## src/hdl/nns_pkg.sv

```systemverilog
// -----------------------------------------------------------------------------
// nns_pkg
// Types, constants and helpers shared by the nearest-neighbour scaler.
// -----------------------------------------------------------------------------
package nns_pkg;

    localparam int DIM_W         = 13;
    localparam int IDX_W         = 12;
    localparam int PIX_W         = 16;
    localparam int REM_W         = 14;
    localparam int NUM_W         = 26;
    localparam int DIV_STEPS     = 26;
    localparam int DIV_CNT_W     = 5;
    localparam int DIM_LIMIT     = 4096;
    localparam int MAX_WIDTH_DEF = 4096;
    localparam int QUEUE_DEPTH   = 4;
    localparam int APB_ADDR_W    = 4;
    localparam int APB_DATA_W    = 32;

    typedef logic [1:0] t_reg_idx;
    localparam t_reg_idx REG_SRC_WIDTH  = 2'd0;
    localparam t_reg_idx REG_SRC_HEIGHT = 2'd1;
    localparam t_reg_idx REG_DST_WIDTH  = 2'd2;
    localparam t_reg_idx REG_DST_HEIGHT = 2'd3;

    localparam logic KIND_LOAD = 1'b0;
    localparam logic KIND_PULL = 1'b1;

    typedef struct packed {
        logic              kind;
        logic signed [15:0] pixel_in;
    } t_in;

    typedef struct packed {
        logic signed [15:0] pixel_out;
        logic [11:0]        out_col;
        logic [11:0]        out_row;
        logic               row_end;
        logic               image_end;
        logic               need_row;
        logic [11:0]        next_src_row;
    } t_out;

    typedef struct packed {
        logic               pull;
        logic [11:0]        col;
        logic signed [15:0] pixel;
        logic [11:0]        out_col;
        logic [11:0]        out_row;
        logic               row_end;
        logic               image_end;
        logic               need_row;
        logic [11:0]        next_src_row;
    } t_cmd;

    typedef struct packed {
        logic [12:0] src_width;
        logic [12:0] src_height;
        logic [12:0] dst_width;
        logic [12:0] dst_height;
    } t_cfg;

    typedef enum logic [2:0] {
        SEQ_IDLE,
        SEQ_PREP,
        SEQ_MUL,
        SEQ_START,
        SEQ_WAIT
    } t_seq;

    typedef enum logic [2:0] {
        JOB_COL_STEP,
        JOB_COL_ZERO,
        JOB_COL_POS,
        JOB_ROW_STEP,
        JOB_ROW_ZERO,
        JOB_ROW_POS
    } t_job;

    function automatic logic [12:0] clamp_dim(input logic [12:0] v, input logic [12:0] hi);
        logic [12:0] res;
        if (v == 13'd0) begin
            res = 13'd1;
        end else if (v > hi) begin
            res = hi;
        end else begin
            res = v;
        end
        return res;
    endfunction

endpackage

```

## src/hdl/nns_fifo.sv

```systemverilog
// -----------------------------------------------------------------------------
// nns_fifo
// Short command queue between the front and the back end.
// -----------------------------------------------------------------------------
module nns_fifo (
    input  logic          i_clk,
    input  logic          i_rst_n,
    input  logic          i_push,
    input  nns_pkg::t_cmd i_cmd,
    output logic          o_full,
    output logic          o_valid,
    output nns_pkg::t_cmd o_cmd,
    input  logic          i_pop
);

    localparam int DEPTH = nns_pkg::QUEUE_DEPTH;
    localparam int PW    = $clog2(DEPTH);

    nns_pkg::t_cmd r_slot [DEPTH];
    logic [PW-1:0] r_wp, r_rp;
    logic [PW:0]   r_cnt;
    logic [PW-1:0] wp_nxt, rp_nxt;

    assign wp_nxt  = (r_wp == PW'(DEPTH - 1)) ? '0 : r_wp + 1'b1;
    assign rp_nxt  = (r_rp == PW'(DEPTH - 1)) ? '0 : r_rp + 1'b1;
    assign o_full  = (r_cnt == (PW + 1)'(DEPTH));
    assign o_valid = (r_cnt != '0);
    assign o_cmd   = r_slot[r_rp];

    always_ff @(posedge i_clk) begin
        if (i_push) begin
            r_slot[r_wp] <= i_cmd;
        end
    end

    always_ff @(posedge i_clk) begin
        if (!i_rst_n) begin
            r_wp  <= '0;
            r_rp  <= '0;
            r_cnt <= '0;
        end else begin
            if (i_push) begin
                r_wp <= wp_nxt;
            end
            if (i_pop) begin
                r_rp <= rp_nxt;
            end
            unique case ({i_push, i_pop})
                2'b10:   r_cnt <= r_cnt + 1'b1;
                2'b01:   r_cnt <= r_cnt - 1'b1;
                default: r_cnt <= r_cnt;
            endcase
        end
    end

    a_no_overflow: assert property (@(posedge i_clk) disable iff (!i_rst_n)
        i_push |-> !o_full)
        else $error("push into a full command queue");

    a_no_underflow: assert property (@(posedge i_clk) disable iff (!i_rst_n)
        i_pop |-> o_valid)
        else $error("pop from an empty command queue");

endmodule

```

## config.mk

```make
export PLATFORM = sky130hd
export DESIGN_NAME = nns_fifo
export DESIGN_NICKNAME = d
export VERILOG_FILES = /design/src/hdl/nns_pkg.sv /design/src/hdl/nns_fifo.sv
export SDC_FILE = /design/constraint.sdc
export NUM_CORES = 1
export LEC_CHECK = 0
export BUFFER_PORTS_ARGS = -buffer_cell sky130_fd_sc_hd__clkbuf_2
export CAP_MARGIN = 20
export CORE_MARGIN = 2
export CORE_UTILIZATION = 55
export CTS_CLUSTER_DIAMETER = 100
export DETAILED_ROUTE_END_ITERATION = 10
export GPL_TIMING_DRIVEN = 0
export PLACE_DENSITY = 0.77
export SETUP_SLACK_MARGIN = 0.5
export SLEW_MARGIN = 15
export SYNTH_ARGS = -nofsm -noshare
export SYNTH_HDL_FRONTEND = slang
export SYNTH_SLANG_ARGS = --single-unit
```

## constraint.sdc

```tcl
create_clock -name i_clk -period 3.8 [get_ports i_clk]
set_input_delay 0.57 -clock i_clk [delete_from_list [all_inputs] [get_ports i_clk]]
set_output_delay 0.57 -clock i_clk [all_outputs]
set_load 0.02 [all_outputs]
```

[Word level (Yosys, flattened, before mapping)]
Memories as Yosys holds them, arrays and structs flattened. A register that Yosys moved wholly into a read port is not among the register bits.
Cells that the tools add are included.
Cells by class
  equality and inequality tests: 5
  muxes and demuxes: 7
  $add $sub $neg: 4
  reduce and logical (&&, ||, !) cells: 2
Operators by type and width (count)
  two-way mux 2 bit: 4
  equality test 2 bit (second input constant): 3
  one-hot mux 3 bit (2 select lines): 1
  adder 2 x 1 -> 2 bit (second input constant): 2
  adder 3 x 1 -> 3 bit (second input constant): 1
  equality test 3 bit (second input constant): 1
  nonzero test 3 bit: 1
  subtractor 3 x 1 -> 3 bit (second input constant): 1
  equality test 2 x 1 -> 1 bit (second input constant): 1
  two-way mux 1 bit: 2
  nonzero test 2 bit: 1
Storage, ports and cells
  flip-flop bits (word level): 7
  memories kept: 1
  word-level logic and storage cells: 22
  memory bits (writable): 272
  output and inout bits: 70
  input bits: 72
Memory list
  r_slot: depth 4, width 68, rd ports 1, clocked after memory_dff 1, wr ports 1, line nns_fifo.sv:19  | nns_pkg::t_cmd r_slot [DEPTH];

[Logic depth before layout (Yosys ltp)]
Gate-level depths: netlist of run 1.
  word-level depth: 4
  depth in mapped cells: 7
  mapped depth without buffers: 7

[Worst setup path after synthesis of run 1]
No wires, ideal clock.
  kind: input to register
  start: input port i_push
  end: memory r_slot[0][0] (netlist name) (enable)
  setup time: 0.433 ns
  stages on the path: 1
  arrival time: 2.166 ns
  setup slack: 1.201 ns
  buffers on the path: 0
  required time: 3.367 ns
  cells stage by stage: and2_1
On the way
  longest elaborated chain between the ends: 2
Ends and longest elaborated chain
  start: declaration: line nns_fifo.sv:8  | input logic i_push,
  two-way mux 1 bit: line nns_fifo.sv:31  | if (i_push) begin
  two-way mux 1 bit (implied by the code): line nns_fifo.sv:32  | r_slot[r_wp] <= i_cmd;
  end: declaration: line nns_fifo.sv:19
Every way passes these cells.

==> flow_metrics.py, run 1 <==
metrics = {
    "global_routing": {
        "grt_pass1_wl_um": 27300,
        "antenna_found_initial": 0,
        "grt_max_degree": 46,
        "grt_overflow": 0,
        "grt_pass1_vias": 4887,
        "grt.total_usage_pct": 18.1,
    },
    "final_layout": {
        "fillers": 1205,
        "drive_above_1_share_pct": 44.9,
        "design_area_mm2": 0.0123,
        "synthToLayoutAreaGrowth_pct": 19.6,
        "nets": 657,
        "final_common_cell": "edfxtp_1",
        "diodes": 0,
        "layout_common_cells": "edfxtp_1, clkbuf_2, mux4_2",
    },
    "detailed_routing": {
        "wl_per_cell_um": 21.2,
        "dr_total_vias": 4615,
        "wl_um": 17600,
        "top_layer": "met4",
        "drtPass1Iterations": 4,
        "wl_met1_um": 7000,
        "drtIter0Drc": 251,
        "ant_nets": 0,
        "drc": 0,
        "routed-wl-met3_um": 1210,
        "routed-wl-met2_um": 9040,
        "via_per_inst": 5.55,
    },
    "sta": {
        "slew_headroom_pct": 56.3,
        "tightest_slew_ns": 0.655,
        "fin_crit_ns": 2.74,
        "finalCritPeriodShare_pct": 72.0,
        "fmax_mhz": 366,
        "setup_viol": 0,
        "setup_tns_ns": 0,
        "clock_skew_ns": 0.00603,
        "report.final.slew_viol_count": 0,
        "rsz0062_at_grt": "no",
        "finalHoldViolCount": 0,
    },
    "flow_run": {
        "max-cap-violations": 0,
    },
    "logic_synthesis": {
        "ys_ff_latch": 281,
        "syn_inst": 403,
        "synth_area_mm2": 0.0103,
        "synth.distinct_cells": 24,
        "synth_nets": 482,
        "syn_avg_cell_area_um2": 25.6,
        "yosysSeqAreaShare_pct": 81.0,
        "ys_warn_count": 0,
    },
    "clocking": {
        "cts_setup_buffers": 0,
        "cts_buffer_depth": 3,
        "cts_tree": "built",
        "hold_buffers": 0,
        "htree_num_levels": 1,
        "path_clk_slew_ns": 0.06,
        "clock_tree.root_cell": "clkbuf_16",
        "numClockSinks": 281,
        "cts_resized": 0,
        "clk_latency_ns": 0.52,
        "cts_made_buffers": 28,
    },
    "worst_setup_path": {
        "startpoint_type": "register",
        "cp_cell_sequence": "buf_2 -> buf_2 -> buf_2 -> mux4_2 -> clkbuf_2",
        "cp_slowest_stage_delay_ns": 0.36,
        "r2r_start": "r_wp[0]$_SDFFE_PN0P_",
        "cp.required_ns": 3.23,
        "r2r_end": "r_slot[3][65]$_DFFE_PP_",
        "crit_path_top_delay_cell": "mux4_2",
        "r2r_slack_ns": 2.10,
        "criticalPathCategory": "register to output port",
        "worst_setup_path_end_kind": "output port",
        "rr_worst_depth": 3,
        "critPathArrivalTime_ns": 2.17,
        "cp_common_cell": "buf_2",
        "crit_fanout": 10,
    },
    "hold_path": {
        "min_to": "r_slot[1][12]$_DFFE_PP_",
        "hp-class": "input pin to register",
        "hp-start": "i_cmd[12]",
        "hold_depth": 1,
    },
    "die": {
        "start_util_pct": 55.6,
        "core-area_mm2": 0.0185,
        "die_h_um": 141,
        "dieArea_mm2": 0.0198,
        "ios": 142,
        "num_rows": 50,
        "die_w_um": 141,
    },
    "placed_design": {
        "hpwl_um": 10900,
        "io_buffer_count": 141,
        "gp_congestion": 0.668,
        "placed_area_mm2": 0.0114,
    },
    "power_and_ir_drop": {
        "powerDensity_mw_per_mm2": 558,
        "vdd_drop_max_uv": 555,
        "p_leak_nw": 4.23,
    },
    "status": {
        "status": "finished clean",
    },
}
## registers in the layout, indices dropped and copies added, names as in the netlist, named ones only
name,flops
r_cnt,3
r_rp,2
r_slot,272
r_wp,2
## worst max path at each step
stage	start	to	slack, ns	cells after the start
finish	register	o_cmd[31]	1.06	5
global route	register	o_cmd[39]	0.94	5
CTS	register	o_cmd[31]	0.98	5
detailed placement	register	o_cmd[31]	1.54	5
global placement	i_push	r_slot[2][33]$_DFFE_PP_	-0.19	2
floorplan	i_push	r_slot[0][0]$_DFFE_PP_	1.20	1
## synth_stat cells, drive strengths merged
cell	n	area share, %
nand2	1	0.036
clkbuf	4	0.15
a21oi	1	0.049
inv	6	0.22
o21a	1	0.073
xnor2	1	0.085
nor3b	2	0.15
fa	1	0.19
buf	12	1.2
or3	2	0.12
mux4	68	15
nor2b	4	0.24
xor2	1	0.085
dfxtp	9	1.7
mux2i	2	0.19
o21ai	2	0.097
and3	1	0.061
a21boi	1	0.073
edfxtp	272	79
ha	6	0.73
and2	6	0.36
## power breakdown
group | switching, W | internal [W]
Sequential | 0.0000300 | 0.00353
Combinational | 0.000377 | 0.000270
Clock | 0.00107 | 0.00160
## routing by layer
metal	vias up	global-route usage [%]
met5	-	0
met4	0	4.47
met3	29	4.52
met2	144	31.4
met1	2370	23.4
li1	2072	-
## stage by stage
step	hold WS, ns	instances	power (W)	utilization, %	worst slack, ns
global route	0.242	831	0.00712	66.5	0.937
finish	0.262	831	0.00688	66.5	1.06
global placement	0.480	778	0.00426	61.0	-0.185
CTS	0.232	831	0.00695	66.5	0.982
detailed placement	0.520	782	0.00429	61.7	1.54
floorplan	0.468	403	0.00404	-	1.20
## cell type report
| type | instances | area [µm²] | share of cell area, % |
|---|---|---|---|
| Multi-Input combinational cell | 100 | 1800 | 14.6 |
| Clock inverter | 13 | 148 | 1.20 |
| Sequential cell | 281 | 8350 | 67.8 |
| Timing Repair Buffer | 145 | 816 | 6.62 |
| Inverter | 6 | 22.5 | 0.183 |
| Clock buffer | 36 | 752 | 6.10 |
| Tap cell | 234 | 293 | 2.38 |
| Buffer | 16 | 136 | 1.11 |
## critical path: cells and delay by family (launching register included)
| family | cells | cell delay, ns |
|---|---|---|
| buffers and inverters | 4 | 0.96 |
| muxes | 1 | 0.36 |
| DFF | 1 | 0.31 |
## cells by family (layout without fill, tap and decap cells)
group                    after synthesis  after routing  share of synthesized area [%]
adder cells (fa/ha/maj)                7              7                          0.923
flip-flops                           281            281                           81.0
AO/OA/AOI/OAI                          5              5                          0.292
multiplexers                          70             70                           15.1
XOR/XNOR                               2              2                          0.170
buffers and inverters                 22            216                           1.54
AND/OR/NAND/NOR                       16             16                          0.972
Power figures use the tool's default switching activity.
==> inputs of run 2 (changes only) <==
Settings changed: CORE_UTILIZATION 55 to 51, PLACE_DENSITY 0.77 to 0.75.
Clock period 3.8 ns to 2.4 ns, I/O delays scaled along.
==> run 2 against run 1 <==
Clock skew is 0.0012 ns lower. Non-clock buffer count is 14 higher. Via count rose by 2.3%. Worst setup slack worse by 0.97 ns. Die area rose by 7.6%. Critical path depth unchanged. Count of clock-buffer cells in the layout unchanged. Utilization down 0.22 points. Worst hold slack got worse by 0.21 ns. Sequential share of layout area fell by 3.7 points.
==> flow_metrics.py, run 2 (synthesis results as in run 1) <==
metrics = {
    "detailed_routing": {
        "wl_per_cell_um": 21.4,
        "dr_total_vias": 4719,
        "drtPass1Iterations": 4,
        "ant_nets": 0,
        "drtIter0Drc": 276,
        "routed-wl-met2_um": 9750,
        "routed-wl-met3_um": 1210,
        "top_layer": "met4",
        "via_per_inst": 5.39,
        "drc": 0,
        "wl_um": 18700,
        "wl_met1_um": 7430,
    },
    "sta": {
        "setup_viol": 0,
        "tightest_slew_ns": 0.413,
        "setup_tns_ns": 0,
        "fin_crit_ns": 2.31,
        "clock_skew_ns": 0.00487,
        "rsz0062_at_grt": "yes",
        "slew_headroom_pct": 72.5,
        "report.final.slew_viol_count": 0,
        "fmax_mhz": 433,
        "whs_ns": 0.0526,
        "finalCritPeriodShare_pct": 96.2,
        "finalHoldViolCount": 0,
    },
    "final_layout": {
        "reg.largest.list": "r_slot: 272 flops, r_cnt: 3 flops",
        "nets": 672,
        "largest_reg_flops": 272,
        "largest_register": "r_slot",
        "layout_common_cells": "edfxtp_1, clkbuf_2, mux4_2",
        "drive_above_1_share_pct": 46.2,
        "fillers": 1320,
        "final_common_cell": "edfxtp_1",
        "instances_no_fill": 876,
        "diodes": 0,
        "synthToLayoutAreaGrowth_pct": 26.5,
    },
    "power_and_ir_drop": {
        "powerDensity_mw_per_mm2": 846,
        "vdd_drop_max_uv": 660,
        "clockPowerShare_pct": 36.9,
        "p_sw_share_pct": 21.4,
        "p_sw_w": 0.00236,
        "power.internal_w": 0.00866,
        "power_frac_comb_pct": 11.9,
        "p_seq_share_pct": 51.2,
        "total_power_w": 0.0110,
        "p_leak_nw": 4.48,
    },
    "global_routing": {
        "grt_max_degree": 49,
        "grt_pass1_wl_um": 28200,
        "grt.total_usage_pct": 17.2,
        "grt_pass1_vias": 5095,
        "grt_overflow": 0,
        "antenna_found_initial": 0,
    },
    "hold_path": {
        "hold_depth": 1,
        "hp-class": "input pin to register",
    },
    "clocking": {
        "clock_tree.root_cell": "clkbuf_16",
        "clk_latency_ns": 0.52,
        "cts_made_buffers": 29,
        "htree_num_levels": 1,
        "numClockSinks": 281,
        "cts_tree": "built",
        "path_clk_slew_ns": 0.06,
        "cts_buffer_depth": 3,
    },
    "die": {
        "start_util_pct": 52.4,
        "num_rows": 51,
        "die_h_um": 146,
        "ios": 142,
        "dieArea_mm2": 0.0214,
        "core-area_mm2": 0.0197,
        "die_w_um": 146,
    },
    "flow_run": {
        "max-cap-violations": 0,
    },
    "status": {
        "status": "finished clean",
    },
    "placed_design": {
        "gp_congestion": 0.751,
        "dp_cells": 813,
        "hpwl_um": 11200,
        "io_buffer_count": 141,
    },
    "worst_setup_path": {
        "worst_setup_path_end_kind": "output port",
        "startpoint_type": "register",
        "rr_worst_depth": 4,
        "crit_fanout": 6,
        "criticalPathCategory": "register to output port",
        "critPathArrivalTime_ns": 1.95,
        "cp.required_ns": 2.04,
    },
}
[run 2: timing repair]
item	CTS	global route
endpoints found under the setup margin	68	68
cloned	2	4
pin swaps	0	0
hold buffers	0	0
buffers inserted	3	5
resized for setup	28	173
[run 2: worst paths after layout]
check,start,endpoint,slack [ns]
setup / recovery,register,o_cmd[25],0.09
hold / removal,i_cmd[8],r_slot[3][8]$_DFFE_PP_,0.05
setup reg to reg,r_wp[0]$_SDFFE_PN0P_,r_slot[2][41]$_DFFE_PP_,0.67
hold reg to reg,r_cnt[2]$_SDFFE_PN0P_,r_cnt[2]$_SDFFE_PN0P_,0.53
[run 2: final cells by class]
type / instances / area [µm²] / share of cell area (%)
well taps: 265 / 332 / 2.54
flip-flops and latches: 281 / 8350 / 64.1
clock inverters: 13 / 109 / 0.835
repair buffers: 159 / 1450 / 11.1
inverters: 6 / 22.5 / 0.173
plain buffers: 16 / 214 / 1.64
clock buffers: 36 / 752 / 5.77
multi-input cells: 100 / 1800 / 13.8
[run 2: power groups by stage]
stage	clock network, W	logic, W	registers [W]
2_1_floorplan	0	0.000656	0.00573
3_5_place_dp	0	0.00105	0.00575
3_3_place_gp	0	0.000995	0.00574
6_report	0.00407	0.00131	0.00564
4_1_cts	0.00416	0.00111	0.00564
5_1_grt	0.00436	0.00139	0.00566
[run 2: layer usage]
metal,up-vias,track usage (%)
met3,26,3.69
met2,158,29.9
li1,2099,-
met1,2436,22.4
met4,0,4.27
met5,-,0
[run 2: per-stage QoR]
stage	area, µm²	utilization, %	setup WS [ns]
after floorplan	10300	-	0.560
after global placement	11300	57.7	-0.0593
after detailed placement	11500	58.3	0.382
after CTS	12500	63.6	0.0400
after global routing	13000	66.3	0.0193
final	13000	66.3	0.0909
[run 2: critical path, stage by stage, from the launching register on]
cell	delay, ns
dfxtp_2	0.34
buf_12	0.14
buf_12	0.13
buf_12	0.12
mux4_2	0.53
buf_8	0.15
