## src/hdl/nns_pkg.sv

```systemverilog
// -----------------------------------------------------------------------------
// nns_pkg
// Types, constants and helpers shared by the nearest-neighbour scaler.
// -----------------------------------------------------------------------------
package nns_pkg;

    localparam int DIM_W         = 13;
    localparam int IDX_W         = 12;
    localparam int PIX_W         = 16;
    localparam int REM_W         = 14;
    localparam int NUM_W         = 26;
    localparam int DIV_STEPS     = 26;
    localparam int DIV_CNT_W     = 5;
    localparam int DIM_LIMIT     = 4096;
    localparam int MAX_WIDTH_DEF = 4096;
    localparam int QUEUE_DEPTH   = 4;
    localparam int APB_ADDR_W    = 4;
    localparam int APB_DATA_W    = 32;

    typedef logic [1:0] t_reg_idx;
    localparam t_reg_idx REG_SRC_WIDTH  = 2'd0;
    localparam t_reg_idx REG_SRC_HEIGHT = 2'd1;
    localparam t_reg_idx REG_DST_WIDTH  = 2'd2;
    localparam t_reg_idx REG_DST_HEIGHT = 2'd3;

    localparam logic KIND_LOAD = 1'b0;
    localparam logic KIND_PULL = 1'b1;

    typedef struct packed {
        logic              kind;
        logic signed [15:0] pixel_in;
    } t_in;

    typedef struct packed {
        logic signed [15:0] pixel_out;
        logic [11:0]        out_col;
        logic [11:0]        out_row;
        logic               row_end;
        logic               image_end;
        logic               need_row;
        logic [11:0]        next_src_row;
    } t_out;

    typedef struct packed {
        logic               pull;
        logic [11:0]        col;
        logic signed [15:0] pixel;
        logic [11:0]        out_col;
        logic [11:0]        out_row;
        logic               row_end;
        logic               image_end;
        logic               need_row;
        logic [11:0]        next_src_row;
    } t_cmd;

    typedef struct packed {
        logic [12:0] src_width;
        logic [12:0] src_height;
        logic [12:0] dst_width;
        logic [12:0] dst_height;
    } t_cfg;

    typedef enum logic [2:0] {
        SEQ_IDLE,
        SEQ_PREP,
        SEQ_MUL,
        SEQ_START,
        SEQ_WAIT
    } t_seq;

    typedef enum logic [2:0] {
        JOB_COL_STEP,
        JOB_COL_ZERO,
        JOB_COL_POS,
        JOB_ROW_STEP,
        JOB_ROW_ZERO,
        JOB_ROW_POS
    } t_job;

    function automatic logic [12:0] clamp_dim(input logic [12:0] v, input logic [12:0] hi);
        logic [12:0] res;
        if (v == 13'd0) begin
            res = 13'd1;
        end else if (v > hi) begin
            res = hi;
        end else begin
            res = v;
        end
        return res;
    endfunction

endpackage

```

## src/hdl/nns_div.sv

```systemverilog
// -----------------------------------------------------------------------------
// nns_div
// Restoring divider, one quotient bit per cycle, for the ratio set-up.
// -----------------------------------------------------------------------------
module nns_div (
    input  logic        i_clk,
    input  logic        i_rst_n,
    input  logic        i_start,
    input  logic [25:0] i_dividend,
    input  logic [13:0] i_divisor,
    output logic        o_done,
    output logic [25:0] o_quotient,
    output logic [13:0] o_remainder
);

    logic [25:0] r_quo;
    logic [13:0] r_rem;
    logic [13:0] r_den;
    logic [4:0]  r_cnt;
    logic        r_busy;
    logic        r_done;
    logic [14:0] trial;
    logic        ge;
    logic [14:0] diff;

    assign trial = {r_rem, r_quo[25]};
    assign ge    = trial >= {1'b0, r_den};
    assign diff  = trial - {1'b0, r_den};

    always_ff @(posedge i_clk) begin
        if (!i_rst_n) begin
            r_busy <= 1'b0;
            r_done <= 1'b0;
            r_cnt  <= '0;
        end else begin
            r_done <= 1'b0;
            if (i_start) begin
                r_busy <= 1'b1;
                r_cnt  <= nns_pkg::DIV_CNT_W'(nns_pkg::DIV_STEPS);
            end else if (r_busy) begin
                r_cnt <= r_cnt - 5'd1;
                if (r_cnt == 5'd1) begin
                    r_busy <= 1'b0;
                    r_done <= 1'b1;
                end
            end
        end
    end

    always_ff @(posedge i_clk) begin
        if (i_start) begin
            r_quo <= i_dividend;
            r_rem <= '0;
            r_den <= i_divisor;
        end else if (r_busy) begin
            r_rem <= ge ? diff[13:0] : trial[13:0];
            r_quo <= {r_quo[24:0], ge};
        end
    end

    assign o_done      = r_done;
    assign o_quotient  = r_quo;
    assign o_remainder = r_rem;

endmodule

```

## src/hdl/nns_front.sv

```systemverilog
// -----------------------------------------------------------------------------
// nns_front
// Accepts items, steps the column/row mapping counters and issues commands.
// -----------------------------------------------------------------------------
module nns_front #(
    parameter int WIDTH_LIM = nns_pkg::MAX_WIDTH_DEF
) (
    input  logic           i_clk,
    input  logic           i_rst_n,
    input  nns_pkg::t_cfg  i_cfg,
    input  logic           i_cfg_we,
    input  logic           i_in_valid,
    output logic           o_in_ready,
    input  nns_pkg::t_in   i_in_data,
    input  logic           i_q_full,
    output logic           o_push,
    output nns_pkg::t_cmd  o_cmd
);

    nns_pkg::t_seq r_seq, n_seq;
    nns_pkg::t_job r_job, n_job;

    logic [12:0] r_sw, r_sh, r_dw, r_dh;
    logic [11:0] r_load_col, r_x, r_y;
    logic [11:0] r_cq, r_rq, r_c0q, r_r0q;
    logic [13:0] r_cr, r_rr, r_c0r, r_r0r, r_csr, r_rsr;
    logic [12:0] r_csq, r_rsq;
    logic [25:0] r_cprod, r_rprod;

    logic        div_start;
    logic        div_done;
    logic [25:0] div_q;
    logic [13:0] div_r;
    logic [25:0] div_num;
    logic [13:0] div_den;

    logic [12:0] wlim, dw_m1, dh_m1;
    logic [13:0] dw2, dh2;
    logic [11:0] x_cl, y_cl;
    logic [25:0] col_prod, row_prod;

    logic        accept, is_pull, row_end, img_end, need;
    logic [14:0] c_sum, r_sum;
    logic        c_wrap, r_wrap;
    logic [13:0] n_cr, n_rr;
    logic [12:0] c_qs, r_qs;
    logic [11:0] n_cq, n_rq, next_src;
    logic [11:0] ld_col;
    logic [12:0] ld_nxt;
    logic [11:0] n_load_col;

    assign wlim  = 13'(WIDTH_LIM);
    assign dw_m1 = r_dw - 13'd1;
    assign dh_m1 = r_dh - 13'd1;
    assign dw2   = {r_dw, 1'b0};
    assign dh2   = {r_dh, 1'b0};
    assign x_cl  = ({1'b0, r_x} >= r_dw) ? dw_m1[11:0] : r_x;
    assign y_cl  = ({1'b0, r_y} >= r_dh) ? dh_m1[11:0] : r_y;
    assign col_prod = {x_cl, 1'b1} * r_sw;
    assign row_prod = {y_cl, 1'b1} * r_sh;

    assign o_in_ready = (r_seq == nns_pkg::SEQ_IDLE) && !i_q_full;
    assign accept     = i_in_valid && o_in_ready;
    assign is_pull    = i_in_data.kind == nns_pkg::KIND_PULL;
    assign o_push     = accept;

    assign row_end = ({1'b0, x_cl} == dw_m1);
    assign img_end = row_end && ({1'b0, y_cl} == dh_m1);

    assign c_sum  = {1'b0, r_cr} + {1'b0, r_csr};
    assign c_wrap = c_sum >= {1'b0, dw2};
    assign n_cr   = c_wrap ? 14'(c_sum - {1'b0, dw2}) : c_sum[13:0];
    assign c_qs   = {1'b0, r_cq} + r_csq + 13'(c_wrap);
    assign n_cq   = c_qs[11:0];

    assign r_sum  = {1'b0, r_rr} + {1'b0, r_rsr};
    assign r_wrap = r_sum >= {1'b0, dh2};
    assign n_rr   = r_wrap ? 14'(r_sum - {1'b0, dh2}) : r_sum[13:0];
    assign r_qs   = {1'b0, r_rq} + r_rsq + 13'(r_wrap);
    assign n_rq   = r_qs[11:0];

    assign need     = img_end || (row_end && (n_rq != r_rq));
    assign next_src = !row_end ? r_rq : (img_end ? r_r0q : n_rq);

    assign ld_col     = ({1'b0, r_load_col} >= r_sw) ? 12'd0 : r_load_col;
    assign ld_nxt     = {1'b0, ld_col} + 13'd1;
    assign n_load_col = (ld_nxt == r_sw) ? 12'd0 : ld_nxt[11:0];

    always_comb begin
        o_cmd.pull         = is_pull;
        o_cmd.col          = is_pull ? r_cq : ld_col;
        o_cmd.pixel        = i_in_data.pixel_in;
        o_cmd.out_col      = x_cl;
        o_cmd.out_row      = y_cl;
        o_cmd.row_end      = row_end;
        o_cmd.image_end    = img_end;
        o_cmd.need_row     = need;
        o_cmd.next_src_row = next_src;
    end

    always_comb begin
        unique case (r_job)
            nns_pkg::JOB_COL_STEP: begin
                div_num = {12'd0, r_sw, 1'b0};
                div_den = dw2;
                n_job   = nns_pkg::JOB_COL_ZERO;
            end
            nns_pkg::JOB_COL_ZERO: begin
                div_num = {13'd0, r_sw};
                div_den = dw2;
                n_job   = nns_pkg::JOB_COL_POS;
            end
            nns_pkg::JOB_COL_POS: begin
                div_num = r_cprod;
                div_den = dw2;
                n_job   = nns_pkg::JOB_ROW_STEP;
            end
            nns_pkg::JOB_ROW_STEP: begin
                div_num = {12'd0, r_sh, 1'b0};
                div_den = dh2;
                n_job   = nns_pkg::JOB_ROW_ZERO;
            end
            nns_pkg::JOB_ROW_ZERO: begin
                div_num = {13'd0, r_sh};
                div_den = dh2;
                n_job   = nns_pkg::JOB_ROW_POS;
            end
            default: begin
                div_num = r_rprod;
                div_den = dh2;
                n_job   = nns_pkg::JOB_COL_STEP;
            end
        endcase
    end

    always_comb begin
        n_seq     = r_seq;
        div_start = 1'b0;
        priority if (i_cfg_we) begin
            n_seq = nns_pkg::SEQ_PREP;
        end else begin
            unique case (r_seq)
                nns_pkg::SEQ_IDLE:  n_seq = nns_pkg::SEQ_IDLE;
                nns_pkg::SEQ_PREP:  n_seq = nns_pkg::SEQ_MUL;
                nns_pkg::SEQ_MUL:   n_seq = nns_pkg::SEQ_START;
                nns_pkg::SEQ_START: begin
                    div_start = 1'b1;
                    n_seq     = nns_pkg::SEQ_WAIT;
                end
                nns_pkg::SEQ_WAIT: begin
                    if (div_done) begin
                        n_seq = (r_job == nns_pkg::JOB_ROW_POS) ? nns_pkg::SEQ_IDLE
                                                                : nns_pkg::SEQ_START;
                    end
                end
                default: n_seq = nns_pkg::SEQ_IDLE;
            endcase
        end
    end

    always_ff @(posedge i_clk) begin
        if (!i_rst_n) begin
            r_seq <= nns_pkg::SEQ_IDLE;
        end else begin
            r_seq <= n_seq;
        end
    end

    always_ff @(posedge i_clk) begin
        if (r_seq == nns_pkg::SEQ_MUL) begin
            r_cprod <= col_prod;
            r_rprod <= row_prod;
        end
    end

    always_ff @(posedge i_clk) begin
        if (!i_rst_n) begin
            r_job      <= nns_pkg::JOB_COL_STEP;
            r_sw       <= 13'd1;
            r_sh       <= 13'd1;
            r_dw       <= 13'd1;
            r_dh       <= 13'd1;
            r_load_col <= '0;
            r_x        <= '0;
            r_y        <= '0;
            r_cq       <= '0;
            r_cr       <= 14'd1;
            r_rq       <= '0;
            r_rr       <= 14'd1;
            r_c0q      <= '0;
            r_c0r      <= 14'd1;
            r_r0q      <= '0;
            r_r0r      <= 14'd1;
            r_csq      <= 13'd1;
            r_csr      <= '0;
            r_rsq      <= 13'd1;
            r_rsr      <= '0;
        end else if (r_seq == nns_pkg::SEQ_PREP) begin
            r_job <= nns_pkg::JOB_COL_STEP;
            r_sw  <= nns_pkg::clamp_dim(i_cfg.src_width, wlim);
            r_sh  <= nns_pkg::clamp_dim(i_cfg.src_height, 13'(nns_pkg::DIM_LIMIT));
            r_dw  <= nns_pkg::clamp_dim(i_cfg.dst_width, wlim);
            r_dh  <= nns_pkg::clamp_dim(i_cfg.dst_height, 13'(nns_pkg::DIM_LIMIT));
        end else if (r_seq == nns_pkg::SEQ_WAIT) begin
            if (div_done) begin
                r_job <= n_job;
                unique case (r_job)
                    nns_pkg::JOB_COL_STEP: begin
                        r_csq <= div_q[12:0];
                        r_csr <= div_r;
                    end
                    nns_pkg::JOB_COL_ZERO: begin
                        r_c0q <= div_q[11:0];
                        r_c0r <= div_r;
                    end
                    nns_pkg::JOB_COL_POS: begin
                        r_cq <= div_q[11:0];
                        r_cr <= div_r;
                    end
                    nns_pkg::JOB_ROW_STEP: begin
                        r_rsq <= div_q[12:0];
                        r_rsr <= div_r;
                    end
                    nns_pkg::JOB_ROW_ZERO: begin
                        r_r0q <= div_q[11:0];
                        r_r0r <= div_r;
                    end
                    default: begin
                        r_rq <= div_q[11:0];
                        r_rr <= div_r;
                    end
                endcase
            end
        end else if (accept) begin
            if (!is_pull) begin
                r_load_col <= n_load_col;
            end else if (!row_end) begin
                r_x  <= x_cl + 12'd1;
                r_y  <= y_cl;
                r_cq <= n_cq;
                r_cr <= n_cr;
            end else begin
                r_x  <= '0;
                r_cq <= r_c0q;
                r_cr <= r_c0r;
                if (img_end) begin
                    r_y  <= '0;
                    r_rq <= r_r0q;
                    r_rr <= r_r0r;
                end else begin
                    r_y  <= y_cl + 12'd1;
                    r_rq <= n_rq;
                    r_rr <= n_rr;
                end
            end
        end
    end

    nns_div u_div (
        .i_clk       (i_clk),
        .i_rst_n     (i_rst_n),
        .i_start     (div_start),
        .i_dividend  (div_num),
        .i_divisor   (div_den),
        .o_done      (div_done),
        .o_quotient  (div_q),
        .o_remainder (div_r)
    );

    a_idle_in_range: assert property (@(posedge i_clk) disable iff (!i_rst_n)
        (r_seq == nns_pkg::SEQ_IDLE) |-> ({1'b0, r_cq} < r_sw) && ({1'b0, r_rq} < r_sh))
        else $error("mapped source index outside the source size");

    a_idle_rem: assert property (@(posedge i_clk) disable iff (!i_rst_n)
        (r_seq == nns_pkg::SEQ_IDLE) |-> (r_cr < dw2) && (r_rr < dh2))
        else $error("mapping remainder not reduced");

endmodule

```

## config.mk

```make
export PLATFORM = sky130hd
export DESIGN_NAME = nns_front
export DESIGN_NICKNAME = d
export VERILOG_FILES = /design/src/hdl/nns_pkg.sv /design/src/hdl/nns_div.sv /design/src/hdl/nns_front.sv
export SDC_FILE = /design/constraint.sdc
export NUM_CORES = 2
export LEC_CHECK = 0
export ABC_AREA = 0
export BUFFER_PORTS_ARGS = -buffer_cell sky130_fd_sc_hd__buf_2
export CORE_MARGIN = 3
export CORE_UTILIZATION = 45
export DETAILED_ROUTE_END_ITERATION = 16
export PLACE_DENSITY_LB_ADDON = 0.08
export SLEW_MARGIN = 20
export SYNTH_ARGS = -nofsm -noshare
export SYNTH_HDL_FRONTEND = slang
export SYNTH_SLANG_ARGS = --single-unit
```

## constraint.sdc

```tcl
create_clock -name i_clk -period 9.8 [get_ports i_clk]
set_input_delay 0.98 -clock i_clk [delete_from_list [all_inputs] [get_ports i_clk]]
set_output_delay 0.98 -clock i_clk [all_outputs]
set_load 0.03 [all_outputs]
```

---- Word-level counts from Yosys, hierarchy flattened ----
Index checks and enable logic that the tools add are counted.
storage, ports and cells
  input bits .............................. 74
  flip-flop bits (word level) ............. 363
  logic and storage cells ................. 175
  output and inout bits ................... 70
operators by class
  reduce and logical (&&, ||, !) cells .... 32
  add/subtract/negate cells ............... 15
  mux-type cells .......................... 62
  $lt $le $gt $ge ......................... 10
  $mul .................................... 2
  equal/unequal tests ..................... 18
  bitwise gates (word level) .............. 5
operators by type and width
  operator                                               number
  two-way mux 12 bit                                     21
  two-way mux 14 bit                                     17
  case mux 26 bit (5 select lines)                       1
  two-way mux 13 bit                                     8
  greater-than comparator 13 bit, second input constant  4
  zero test 13 bit                                       4
  multiplier 13 x 13 -> 26 bit                           2
  two-way mux 26 bit                                     2
  greater-or-equal comparator 15 x 14 -> 1 bit           3
  subtractor 14 bit                                      3
  greater-or-equal comparator 12 x 13 -> 1 bit           3
  adder 14 x 14 -> 15 bit                                2
  equality test 12 x 13 -> 1 bit                         2
  subtractor 13 x 1 -> 13 bit, second input constant     2
  adder 12 x 1 -> 12 bit                                 2
  adder 12 x 1 -> 12 bit, second input constant          2
  adder 12 bit                                           2
  AND reduction 4 bit                                    6
  case mux 3 bit (5 select lines)                        1
  adder 12 x 1 -> 13 bit, second input constant          1
  equality test 13 bit                                   1
  equality test 3 x 2 -> 1 bit, second input constant    4
  inequality test 12 bit                                 1
  case mux 3 bit (4 select lines)                        1
  23 further kinds                                       49

---- Longest topological paths before layout ----
  depth in word-level cells ............... 9
  gate-level depth with buffers ........... 33
  depth with buffers taken out ............ 30

---- Cells and area by module ----
From an unflattened synthesis, not the netlist that was laid out.
second synthesis, totals
  cells, all modules ...................... 3997
  area, all modules ....................... 33666.0 µm²
by module, submodules not included
  module     area each (µm²)  cells an instance  instances  sequential area each (µm²)
  nns_front  30256.5          3690               1          6566.3
  nns_div    3409.5           307                1          1621.6

---- Least setup slack after synthesis ----
OpenSTA, ideal clock, no wires.
  path kind ............................... flip-flop to flip-flop
  from .................................... register r_dw[7]
  to ...................................... register r_cprod[25] (data pin)
  setup time .............................. 0.264 ns
  arrival time ............................ 7.749 ns
  buffers on the path ..................... 3
  slack ................................... 1.787 ns
  clock period less this slack ............ 8.013 ns
  stages on the path, launching flop included .. 30
  data required time ...................... 9.536 ns
  path through ............................ dfxtp_1 -> clkbuf_1 -> inv_1 -> ha_1 -> nand2_1 -> nor2_1 -> nand4_1 -> a31oi_1 -> clkbuf_1 -> mux2_2 -> buf_1 -> and2_1 -> fa_1 -> inv_1 -> fa_1 -> inv_1 -> fa_1 -> fa_1 -> inv_1 -> fa_1 -> inv_1 -> ha_1 -> or3_1 -> o21ai_0 -> o21a_1 -> a21oi_1 -> nor2b_1 -> or3_1 -> o31ai_1 -> xnor2_1
RTL lines
  what                    RTL line          source
  start, declared         nns_front.sv:23   logic [12:0] r_sw, r_sh, r_dw, r_dh;
  start signal, assigned  nns_front.sv:202  r_dw <= nns_pkg::clamp_dim(i_cfg.dst_width, wlim);
  end signal, assigned    nns_front.sv:171  r_cprod <= col_prod;
  end, declared           nns_front.sv:28   logic [25:0] r_cprod, r_rprod;

---- Worst setup path in the final report ----
  from .................................... register r_dw[7]
  to ...................................... register r_cprod[25] (data pin)
on the way
  longest elaborated chain between the ends .. 3
  elaborated cells on any way between the ends .. 4
  classes of those cells .................. add/sub: 1; mul: 1; order compare: 1; mux: 1
RTL lines
  what                                                                                         RTL line                          source
  subtractor 13 x 1 -> 13 bit or greater-or-equal comparator 12 x 13 -> 1 bit (tied branches)  nns_front.sv:53, nns_front.sv:57
  two-way mux 12 bit (*)                                                                       nns_front.sv:57                   assign x_cl = ({1'b0, r_x} >= r_dw) ? dw_m1[11:0] : r_x;
  multiplier 13 x 13 -> 26 bit (*)                                                             nns_front.sv:59                   assign col_prod = {x_cl, 1'b1} * r_sw;
  named net col_prod[25]                                                                       nns_front.sv:40                   logic [25:0] col_prod, row_prod;
Mark *: on every way through the listed nets, which the timed path passes. The rest lies on a longest branch.
A chain may end at the register's enable or synchronous reset.

==> impl_metrics.ini <==
[placement]
place_area_um2 = 34500
dp_cells = 4894
routabilityCongestion = 0.917
pre_cts_ws_ps = 1020
portBuffers = 111
hpwl_mm = 75.2

[yosys]
synth_commonest_cells = nand2_1, inv_1, ha_1
synth_warnings = 0
avgSynthCellArea_um2 = 8.33
synthTopCellsByArea = dfxtp_1, fa_1, ha_1, edfxtp_1, nand2_1
ys.flop_type = dfxtp_1
synth_top_area_cell = dfxtp_1
yosys.area_share.adder_pct = 25.5
synth_compound_area_share_pct = 15.4
synth_cell_types = 93
synth_area_um2 = 33300
synthCells = 3996
synth-simple-area-share_pct = 18.8
async_reset_ff_share_pct = 0
synth.most_common_cell = nand2_1
yosysSeqAreaShare_pct = 24.5
muxShareOfSynthArea_pct = 2.64
synth-xor-area-share_pct = 5.00
synth_fp_nets = 4593
ys_ff_latch = 362
synth_edf_count = 91
yosys.area.top_type_share_pct = 16.3
synth_top_family_by_area = adder cells

[clocking]
cts_resized = 0
h-tree-depth = 2
numCtsBuffers = 44
clock-sinks = 362
cts_root_buffer = clkbuf_16
clock_path_buffers = 3
clk_pin_slew_ps = 60
postCtsSetupRepairBufs = 0
clkLatencyLatePin_ps = 590
ctsHoldBuffers = 0
cts_tree = yes

[setup_path]
crit_path_start = r_dw[7]
worstReg2RegEnd = r_cprod[25]
timing.reg2reg.setup_slack_ps = 890
arrival_ps = 9210
path_delay_family = adder cells
cpMaxStageDelayCell = mux2i_1
critPathMaxStageDelay_ps = 930
cp_max_fo = 18
crit_type = reg2reg
end_kind = register
worst_path_most_repeated_cell = fa_1
crit_buf_inv = 5
reg2reg_depth = 27
crit-reg2reg-launch = r_dw[7]
worstPathRequired_ps = 10110
crit_cells = 27
critPathCapture = r_cprod[25]
cp-start-kind = register

[pwr]
power_leakage_nw = 15.9
ir_worst_vdd_mv = 0.132
totalPowerFinal_mw = 4.95
pwr_density_cell_nw_per_um2 = 137

[final_layout]
n_antenna_cell = 0
syn2layout_area_growth_pct = 8.31
layout.nets = 4578
fin_cells = 4975
drive_gt1_share_pct = 8.07
design_area_um2 = 36000
fin_util_pct = 49.3

[detailed_routing]
finalWirelength_mm = 101
firstDrtPassIters = 6
drt-wirelength-per-cell_um = 20.3
drc = 0
avgViaCountPerCell = 5.63
drtIter0Drc = 2363
vias = 28000
antenna_left = 0

[sta]
finalSetupViolations = 0
setup_ws_ps = 894
slew-limit-headroom_pct = 22.1
max_slew.worst_pin.slew_ps = 1160
whs_ps = 451
fin_crit_sh_pct = 90.9
slew_violations = 0
min_period_ps = 8910
rsz0062_at_grt = false
timing.fmax_mhz = 112
skew_ps = 30.0
final-hold-violation-count = 0
setup_tns_ps = 0

[min_path]
holdCritPathClass = reg2reg
min_from = r_r0r[10]

[global_route]
grtUsageTotal_pct = 25.9
gr-total-overflow = 0
grtUsageMet2_pct = 42.5
grt_max_degree = 71
antenna_found_initial = 1
top_usage_layer = met2
grtUsageMet3_pct = 2.67
grt.met1_usage_pct = 35.9
grt_pass1_vias = 27200
grt_pass1_wl_mm = 158

[floorplan]
die_area_um2 = 77200
fp.dieW_um = 278
chipHeight_um = 278
ios = 144
start_util_pct = 45.5
num_rows = 99
core_area_um2 = 73100

[job]
cap_viol_max_count = 0

[status]
status = finished clean
==> cells in the final DEF (no fill, tap or decap), types with 57 or more instances in the layout <==
cell type,instances
and2_1,141
inv_1,453
edfxtp_1,91
nor3_1,57
xor2_1,63
fa_1,251
ha_1,272
nand3_1,61
a21oi_1,249
buf_2,111
dfxtp_1,270
nor2_1,255
o21ai_0,169
xnor2_1,114
nand2_1,620
==> layer usage <==
layer / vias to the layer above / wire length, µm
met5: - / 0
met4: 0 / 3360
met3: 137 / 4760
met2: 717 / 47200
met1: 13700 / 45500
li1: 13400 / -
==> layout make-up <==
| type | count | area (µm²) |
|---|---|---|
| well taps | 959 | 1200 |
| inverters | 463 | 1740 |
| flip-flops and latches | 362 | 8160 |
| clock buffers | 63 | 1310 |
| multi-input cells | 2946 | 22500 |
| repair buffers | 164 | 953 |
| fillers | 7180 | 37100 |
| clock inverters | 18 | 211 |
==> worst min path at each step <==
stage | slack, ps | endpoint | cells after the start
6_report | 450 | r_r0r[10] | 2
5_1_grt | 470 | r_r0r[12] | 2
3_3_place_gp | 440 | r_c0r[11] | 2
4_1_cts | 450 | r_r0q[8] | 2
2_1_floorplan | 430 | r_r0r[10] | 2
3_5_place_dp | 440 | r_r0q[8] | 2
==> tightest hold or removal path, delay by kind of cell, from the launching register on <==
kind,cells,cell delay (ps)
compound gates,1,50
simple gates,1,50
flops,1,300
==> logic make-up (layout without fill, tap and decap cells) <==
family / Yosys count / count (layout)
simple gates: 1358 / 1358
flops: 362 / 362
fa+ha+maj: 527 / 527
xor+xnor: 182 / 182
buf+inv: 688 / 708
compound gates: 795 / 795
mux: 84 / 84
==> report_power, final <==
group	total (mW)	internal, mW	switching, mW
Combinational	1.54	0.542	1.00
Clock	1.70	1.01	0.692
Sequential	1.70	1.59	0.112
Power figures use the tool's default switching activity.
